File: config.mk
export PLATFORM = sky130hd
export DESIGN_NAME = reed_solomon_ecc_encoder
export DESIGN_NICKNAME = d
export VERILOG_FILES = /design/src/hw/rtl/rse_pkg.sv /design/src/hw/rtl/reed_solomon_ecc_encoder.sv /design/src/hw/rtl/rse_cell.sv
export SDC_FILE = /design/constraint.sdc
export NUM_CORES = 2
export LEC_CHECK = 0
export ABC_AREA = 1
export BUFFER_PORTS_ARGS = -buffer_cell sky130_fd_sc_hd__buf_2
export CORE_UTILIZATION = 66
export CTS_CLUSTER_DIAMETER = 200
export DETAILED_ROUTE_END_ITERATION = 10
export GPL_ROUTABILITY_DRIVEN = 0
export HOLD_SLACK_MARGIN = 0.06
export PLACE_DENSITY = 0.92
export SYNTH_ARGS = -nofsm -noshare
export SYNTH_HDL_FRONTEND = slang
export SYNTH_SLANG_ARGS = --single-unit
File: constraint.sdc
create_clock -name clk_i -period 10.2 [get_ports clk_i]
set_input_delay 1.53 -clock clk_i [delete_from_list [all_inputs] [get_ports clk_i]]
set_output_delay 1.53 -clock clk_i [all_outputs]
set_load 0.05 [all_outputs]
File: src/hw/rtl/rse_pkg.sv
// Shared types, constants and GF(2^8) arithmetic for the Reed-Solomon parity generator.
package rse_pkg;

  // Low byte of the field's reducing polynomial x^8 + x^4 + x^3 + x^2 + 1.
  localparam logic [7:0] GfPolyLow = 8'h1D;
  // Width and reset value of the parity length register.
  localparam int unsigned EccLenW = 5;
  localparam logic [EccLenW-1:0] EccLenReset = 5'd7;

  // One input beat.
  typedef struct packed {
    logic [7:0] data_byte;
    logic       last_data;
  } data_beat_t;

  // One output beat.
  typedef struct packed {
    logic [7:0] ecc_byte;
    logic       last_ecc;
  } ecc_beat_t;

  // Control shared by every cell of the chain.
  typedef struct packed {
    logic load;      // seed the generator and clear the remainder
    logic gen_step;  // one multiply-by-root step of the generator build
    logic shift;     // a data beat updates the remainder
    logic capture;   // the data beat is last: move the remainder to the output chain
    logic pop;       // an output beat leaves: shift the output chain
  } cell_ctrl_t;

  // Multiply in GF(2^8), one bit of b per step, most significant first.
  function automatic logic [7:0] gf_mul(input logic [7:0] a, input logic [7:0] b);
    logic [7:0] acc;
    acc = '0;
    for (int bit_idx = 7; bit_idx >= 0; bit_idx--) begin
      acc = {acc[6:0], 1'b0} ^ (acc[7] ? GfPolyLow : 8'h00);
      acc = acc ^ (b[bit_idx] ? a : 8'h00);
    end
    return acc;
  endfunction

  // Multiply by the primitive element 2.
  function automatic logic [7:0] gf_xtime(input logic [7:0] a);
    return {a[6:0], 1'b0} ^ (a[7] ? GfPolyLow : 8'h00);
  endfunction

endpackage

File: src/hw/rtl/reed_solomon_ecc_encoder.sv
// Top level of the systematic Reed-Solomon parity generator over GF(2^8).
//
//   channel  | handshake                   | payload
//   ---------+-----------------------------+-------------------------------
//   data in  | data_valid_i / data_stall_o | data_i  (data_byte, last_data)
//   ecc out  | ecc_valid_o / ecc_stall_i   | ecc_o   (ecc_byte, last_ecc)
//   config   | cfg_we_i                    | cfg_wdata_i (ecc_length)
//
// A data beat is taken every cycle unless stalled; each cell updates its remainder byte
// in parallel. A last beat copies the remainder into an output chain that gives L beats,
// one per cycle while the receiver does not stall. A last beat waits until the final beat
// of the previous block leaves, at the latest in the same cycle.
// After reset and after each config write the generator is built: a seed step, then one
// multiply-by-root step per cycle in every cell; data beats are stalled meanwhile.
module reed_solomon_ecc_encoder #(
  parameter int unsigned MAX_ECC_LEN = 30
) (
  input  logic                              clk_i,
  input  logic                              rst_ni,
  input  logic                              data_valid_i,
  output logic                              data_stall_o,
  input  rse_pkg::data_beat_t               data_i,
  output logic                              ecc_valid_o,
  input  logic                              ecc_stall_i,
  output rse_pkg::ecc_beat_t                ecc_o,
  input  logic                              cfg_we_i,
  input  logic [rse_pkg::EccLenW-1:0]       cfg_wdata_i
);
  import rse_pkg::*;

  localparam int unsigned LenW = $clog2(MAX_ECC_LEN + 1);

  logic [EccLenW-1:0] cfg_len_q;
  logic [LenW-1:0]    eff_len;
  logic               load_q, load_d;
  logic [LenW-1:0]    build_cnt_q, build_cnt_d;
  logic [7:0]         root_q, root_d;
  logic [LenW-1:0]    out_cnt_q, out_cnt_d;
  logic               building;
  logic               in_acc;
  logic               out_pop;
  logic               out_free;
  logic [7:0]         factor;
  logic [7:0]         mul_b;
  cell_ctrl_t         ctrl;

  logic [7:0] rem_w [MAX_ECC_LEN];
  logic [7:0] gen_w [MAX_ECC_LEN];
  logic [7:0] out_w [MAX_ECC_LEN];

  // Effective parity length: zero counts as one, and the length is capped at the chain size.
  always_comb begin
    if (cfg_len_q == '0) begin
      eff_len = LenW'(1);
    end else if (32'(cfg_len_q) > MAX_ECC_LEN) begin
      eff_len = LenW'(MAX_ECC_LEN);
    end else begin
      eff_len = LenW'(cfg_len_q);
    end
  end

  // Handshakes.
  assign building     = load_q || (build_cnt_q != '0);
  assign out_pop      = ecc_valid_o && !ecc_stall_i;
  assign out_free     = (out_cnt_q == '0) || ((out_cnt_q == LenW'(1)) && out_pop);
  assign data_stall_o = building || (data_i.last_data && !out_free);
  assign in_acc       = data_valid_i && !data_stall_o;

  // Shared multiplier operand: the root during the root steps, the feedback factor otherwise.
  assign factor = data_i.data_byte ^ rem_w[0];
  assign mul_b  = (build_cnt_q != '0) ? root_q : factor;

  always_comb begin
    ctrl.load     = load_q;
    ctrl.gen_step = (build_cnt_q != '0);
    ctrl.shift    = in_acc;
    ctrl.capture  = data_i.last_data;
    ctrl.pop      = out_pop;
  end

  // Generator build sequencer: seed, then one root step per parity byte.
  always_comb begin
    load_d      = cfg_we_i;
    build_cnt_d = build_cnt_q;
    root_d      = root_q;
    if (load_q) begin
      build_cnt_d = eff_len;
      root_d      = 8'h01;
    end else if (build_cnt_q != '0) begin
      build_cnt_d = build_cnt_q - LenW'(1);
      root_d      = gf_xtime(root_q);
    end
  end

  // Output beat counter.
  always_comb begin
    out_cnt_d = out_cnt_q;
    if (cfg_we_i) begin
      out_cnt_d = '0;
    end else if (in_acc && data_i.last_data) begin
      out_cnt_d = eff_len;
    end else if (out_pop) begin
      out_cnt_d = out_cnt_q - LenW'(1);
    end
  end

  always_ff @(posedge clk_i or negedge rst_ni) begin
    if (!rst_ni) begin
      cfg_len_q   <= EccLenReset;
      load_q      <= 1'b1;
      build_cnt_q <= '0;
      out_cnt_q   <= '0;
    end else begin
      if (cfg_we_i) begin
        cfg_len_q <= cfg_wdata_i;
      end
      load_q      <= load_d;
      build_cnt_q <= build_cnt_d;
      out_cnt_q   <= out_cnt_d;
    end
  end

  always_ff @(posedge clk_i) begin
    root_q <= root_d;
  end

  // The chain of cells; the cell past the tail reads zero.
  for (genvar i = 0; i < MAX_ECC_LEN; i++) begin : g_cell
    logic [7:0] rem_nbr;
    logic [7:0] gen_nbr;
    logic [7:0] out_nbr;
    logic       seed;
    if (i + 1 < MAX_ECC_LEN) begin : g_mid
      assign rem_nbr = rem_w[i+1];
      assign gen_nbr = gen_w[i+1];
      assign out_nbr = out_w[i+1];
    end else begin : g_tail
      assign rem_nbr = 8'h00;
      assign gen_nbr = 8'h00;
      assign out_nbr = 8'h00;
    end
    assign seed = (LenW'(i) == (eff_len - LenW'(1)));

    rse_cell u_cell (
      .clk_i     (clk_i),
      .rst_ni    (rst_ni),
      .ctrl_i    (ctrl),
      .seed_i    (seed),
      .mul_b_i   (mul_b),
      .rem_nbr_i (rem_nbr),
      .gen_nbr_i (gen_nbr),
      .out_nbr_i (out_nbr),
      .rem_o     (rem_w[i]),
      .gen_o     (gen_w[i]),
      .out_o     (out_w[i])
    );
  end

  // Output beat.
  assign ecc_valid_o     = (out_cnt_q != '0);
  assign ecc_o.ecc_byte  = out_w[0];
  assign ecc_o.last_ecc  = (out_cnt_q == LenW'(1));

`ifndef NO_ASSERTIONS
  // A config write always starts a generator rebuild.
  a_cfg_rebuild : assert property (@(posedge clk_i) disable iff (!rst_ni)
    cfg_we_i |=> load_q)
    else $error("config write did not start a generator rebuild");

  // The output chain never holds more beats than the parity length.
  a_out_cnt_bound : assert property (@(posedge clk_i) disable iff (!rst_ni)
    out_cnt_q <= eff_len)
    else $error("output beat count exceeds parity length");

  // An accepted last beat is followed by output beats.
  a_last_emits : assert property (@(posedge clk_i) disable iff (!rst_ni)
    (in_acc && data_i.last_data && !cfg_we_i) |=> ecc_valid_o)
    else $error("last data beat produced no parity beats");

  // The last cell stays zero when it lies past the active length, once the generator is seeded.
  a_tail_zero : assert property (@(posedge clk_i) disable iff (!rst_ni)
    (!load_q && (eff_len != LenW'(MAX_ECC_LEN))) |->
      (rem_w[MAX_ECC_LEN-1] == 8'h00 && gen_w[MAX_ECC_LEN-1] == 8'h00))
    else $error("unused tail cell is not zero");
`endif

endmodule

File: src/hw/rtl/rse_cell.sv
// One cell of the parity chain: a generator coefficient, a remainder byte and an output byte.
module rse_cell (
  input  logic                clk_i,
  input  logic                rst_ni,
  input  rse_pkg::cell_ctrl_t ctrl_i,
  input  logic                seed_i,
  input  logic [7:0]          mul_b_i,
  input  logic [7:0]          rem_nbr_i,
  input  logic [7:0]          gen_nbr_i,
  input  logic [7:0]          out_nbr_i,
  output logic [7:0]          rem_o,
  output logic [7:0]          gen_o,
  output logic [7:0]          out_o
);
  import rse_pkg::*;

  logic [7:0] gen_q, gen_d;
  logic [7:0] rem_q, rem_d;
  logic [7:0] out_q, out_d;
  logic [7:0] prod;
  logic [7:0] rem_upd;

  // The one multiplier serves both the generator build and the remainder update.
  assign prod    = gf_mul(gen_q, mul_b_i);
  assign rem_upd = rem_nbr_i ^ prod;

  // Generator coefficient.
  always_comb begin
    gen_d = gen_q;
    if (ctrl_i.load) begin
      gen_d = {7'b0, seed_i};
    end else if (ctrl_i.gen_step) begin
      gen_d = prod ^ gen_nbr_i;
    end
  end

  // Remainder: shifts headward plus the scaled coefficient; load or last beat clears it.
  always_comb begin
    rem_d = rem_q;
    if (ctrl_i.load) begin
      rem_d = '0;
    end else if (ctrl_i.shift) begin
      rem_d = ctrl_i.capture ? 8'h00 : rem_upd;
    end
  end

  // Output byte: takes the final remainder, then shifts toward the head per beat.
  always_comb begin
    out_d = out_q;
    if (ctrl_i.shift && ctrl_i.capture) begin
      out_d = rem_upd;
    end else if (ctrl_i.pop) begin
      out_d = out_nbr_i;
    end
  end

  always_ff @(posedge clk_i or negedge rst_ni) begin
    if (!rst_ni) begin
      gen_q <= '0;
      rem_q <= '0;
    end else begin
      gen_q <= gen_d;
      rem_q <= rem_d;
    end
  end

  always_ff @(posedge clk_i) begin
    out_q <= out_d;
  end

  assign rem_o = rem_q;
  assign gen_o = gen_q;
  assign out_o = out_q;

endmodule

==> run summary <==
The run finished with clean final reports. In this run the clock root is driven by a clkbuf_16. Across the VDD grid, the largest voltage drop is 0.261 mV. The number of cells upsized or downsized after cts is 0, and the end-of-flow core utilization is 69.9%. STA puts the critical path data required time at 10.49 ns. The first-iteration detailed-routing DRC count came out at 12000. The run gives 0 as the number of hold buffers added after cts. The run gives 0.0773 mm^2 as the final standard cell area without fillers.

The count of input and output buffers came out at 29. After routing, the total negative slack on setup checks comes to 0 ns. 30 I/O pins were placed. Per-instance average area after synthesis: 6.28 um^2. The die height was 336 um. The count of nets left with antenna violations once routing finished came out at 0. Number of antenna violations at the first check in global routing: 6. TritonCTS built the clock tree. The nature of the critical path endpoint is a flop.

When the netlist entered floorplanning its net count stood at 11800. The layout cell share with drive strength beyond 1 is 3.47%. For this design, the slowest cell found on the critical path is buf_4. The prevailing post-synth register cell was dfrtp_1. Relative to the synthesized area, the layout overhead comes to 5.01%. The detailed-route vias per instance is 6.14, and the number of cell instances on the worst register-to-register path is 11.

After legalization and detailed placement, the total HPWL measured 159 mm. In the finished design, the share of the clock period the worst path needs comes to 55.2%. The most critical setup path has its endpoint at g_cell[7].u_cell.out_o[5]$_DFFE_PP_. After global routing the overflow that remains totals 0. Once the floorplan was initialized, standard cells occupied 66.6% of the core. Type of the worst setup path: reg2reg. The total count of max-transition violations in the final report is 0. The tools report the launch point of the worst path as build_cnt_q[0]$_DFFE_PN0P_.

The H-tree generated during clock tree synthesis spans 3 levels. Along the worst hold path, the cell count comes to 2. The clock skew after layout came out at 0.0285 ns. The number of global-route vias before repair is 79000. The class of the worst hold path was reg2reg.

After clock tree synthesis, the clock-pin slew on the worst setup and hold paths is 0.07 ns. After layout, the minimum clock period comes to 5.63 ns. The power per unit of standard cell area was 330 mW/mm^2.

The setup check on the worst reg-to-reg path leaves a slack of 4.57 ns. STA classifies the critical path startpoint as a flop. The run gives 87 as the number of clock buffers inserted by TritonCTS.

In the global route stage, overall resource usage came out at 43.6%. For this design the static power due to leakage is 38.0 nW. For the arrival time at the worst endpoint, the log shows 5.92 ns. The average detailed-routed wire length per instance was 19.2 um; the detailed-route DRC error count was 0. Setup violations remaining at the end of the flow were counted as 0.

Number of setup buffers added after CTS: 0. The largest fanout on the critical path was 69; the portion of the post-synthesis area used by sequential elements was 26.9%. The clock drives 744 sinks. The later pin in the worst-skew pair is clocked with a latency of 0.70 ns. The core area is 0.111 mm^2, and the number of optimization iterations in the first detailed-route pass is 10. Hold timing on the final database bottoms out at a slack of 0.467 ns. No sink is reached through more buffers than the 3 on the longest clock path. The die is 336 um wide. In this run the core area contains 122 standard-cell rows. The gate family responsible for the most delay along the worst path is simple AND/OR/NAND/NOR gates.

The run gives 11500 as the count of nets after finishing. Including well taps, the total number of placed cells is 12900. The logs give 178 MHz for the upper clock frequency limit and 20.9% for the remaining max-slew budget at the tightest pin.

The first global-routing pass estimated 396 mm of wire. Setup repair after global routing left no endpoint under its margin. The total stage count of the critical path works out to 11. The critical path contains buffers and inverters numbering 4 combined. The number of enable flip-flop cells after synthesis works out to 240.

The number of warning messages in the yosys log is 0. Counting every instance in the synthesized netlist gives 11700. The actual transition at the worst max-transition pin works out to 1.19 ns.

The die covers 0.113 mm^2. Traced cell by cell, the critical path runs through inv_1 -> ha_1 -> inv_1 -> nor2_2 -> nand2_4 -> nor2_4 -> nand3_1 -> nor2_4 -> inv_8 -> nand2_4 -> buf_4. Hold violation count in the final report: 0. Cell area after synthesis: 0.0737 mm^2. The synthesized design contains 744 register bits. The worst register-to-register path begins at build_cnt_q[0]$_DFFE_PN0P_.

For this run, asynchronously set or reset flops after synthesis account for 66.7%. In this design, the stage delay of the slowest critical-path cell is 0.96 ns. Total number of vias: 80200.

The tool flagged a number of max-cap violations equal to 0. The count of cells in the finished layout, fillers not included, comes to 13100. After detailed routing, the total wire length is 250 mm. The largest net degree at the start of global routing is 147. The capturing point of the worst reg2reg path was g_cell[7].u_cell.out_o[5]$_DFFE_PP_. The distinct cell type count of the synthesized netlist is 53, and the post-place instance area is 0.0744 mm^2.
[synthesized netlist by cell type (64+ instances only)]
library cell	instances	area, um^2
nor2_1	1664	6250
clkinv_1	64	240
clkbuf_1	185	694
buf_1	72	270
nand3b_1	114	856
xnor2_1	799	7000
edfxtp_1	240	7210
nand3_1	1186	5940
o22ai_1	77	482
inv_1	1027	3850
dfrtp_1	492	12300
xor2_1	891	7800
nand2_1	4164	15600
o21ai_0	240	1200
buf_2	98	490
[per-stage QoR]
step | total power, mW | worst slack [ns]
6_report | 25.5 | 4.57
5_1_grt | 27.2 | 4.34
4_1_cts | 24.7 | 4.80
3_5_place_dp | 21.1 | 4.42
3_3_place_gp | 20.4 | 4.59
2_1_floorplan | 17.4 | 1.65
[sequential cells by signal, summed over array words and instances, names as in the netlist]
| signal | flops |
|---|---|
| build_cnt_q | 5 |
| cfg_len_q | 5 |
| g_cell.u_cell.gen_o | 240 |
| g_cell.u_cell.out_o | 240 |
| g_cell.u_cell.rem_o | 240 |
| load_q | 1 |
| out_cnt_q | 5 |
| root_q | 8 |
[cell type report]
class                           count  area [um^2]
Antenna cell                        3         7.51
Clock buffer                      112         2390
Clock inverter                     50          592
Fill cell                        8440        33300
Inverter                         1093         4130
Multi-Input combinational cell   9482        47900
Sequential cell                   744        19800
Tap cell                         1488         1860
Timing Repair Buffer               87          653
[worst register-to-register path, delay by kind of cell (launching register included)]
kind          cells  cell delay (ns)
fa+ha+maj         1             0.18
buf+inv           4             1.66
flops             1             0.39
simple gates      6             2.98
[placed cells by master (no fill, tap or decap), types with 53 or more instances in the layout]
cell type,Yosys,final
nand2_1,4164,4158
xnor2_1,799,799
o21ai_0,240,239
xor2_1,891,891
dfrtp_1,492,492
edfxtp_1,240,240
o22ai_1,77,77
nand3b_1,114,114
nor2_1,1664,1660
clkinv_1,64,68
or2_2,60,60
buf_4,31,53
nand3_1,1186,1186
clkbuf_16,0,90
inv_1,1027,1022
[power breakdown]
part           internal (mW)  switching [mW]  leakage (nW)
registers               4.22           0.882          8.99
clock network           1.95            1.44          1.45
logic                   5.15            11.9          27.6
[how the worst min path moves through the flow]
stage / from / to / slack (ns)
after global routing: g_cell[25].u_cell.rem_o[6]$_DFFE_PN0P_ / g_cell[25].u_cell.rem_o[6]$_DFFE_PN0P_ / 0.50
after global placement: root_q[0]$_SDFFE_PP1P_ / root_q[0]$_SDFFE_PP1P_ / 0.45
final: root_q[0]$_SDFFE_PP1P_ / root_q[0]$_SDFFE_PP1P_ / 0.47
after CTS: root_q[0]$_SDFFE_PP1P_ / root_q[0]$_SDFFE_PP1P_ / 0.47
after detailed placement: root_q[0]$_SDFFE_PP1P_ / root_q[0]$_SDFFE_PP1P_ / 0.45
after floorplan: root_q[0]$_SDFFE_PP1P_ / root_q[0]$_SDFFE_PP1P_ / 0.43
[per-layer routing]
metal,vias up,GRT usage [%],wire length [um]
met5,-,0,12
met2,6395,67.6,106000
met1,36000,51.3,83200
li1,35700,-,-
met4,2,32.4,22000
met3,2070,12.6,39100
[logic make-up after synthesis]
kind of cell    count (synthesis)  synth area share (%)
simple gates                 7314                  40.5
xor+xnor                     1734                  21.1
buf+inv                      1506                  8.28
flops                         744                  26.9
compound gates                430                  3.20
fa+ha+maj                       4                0.0680
Power figures use the tool's default switching activity.
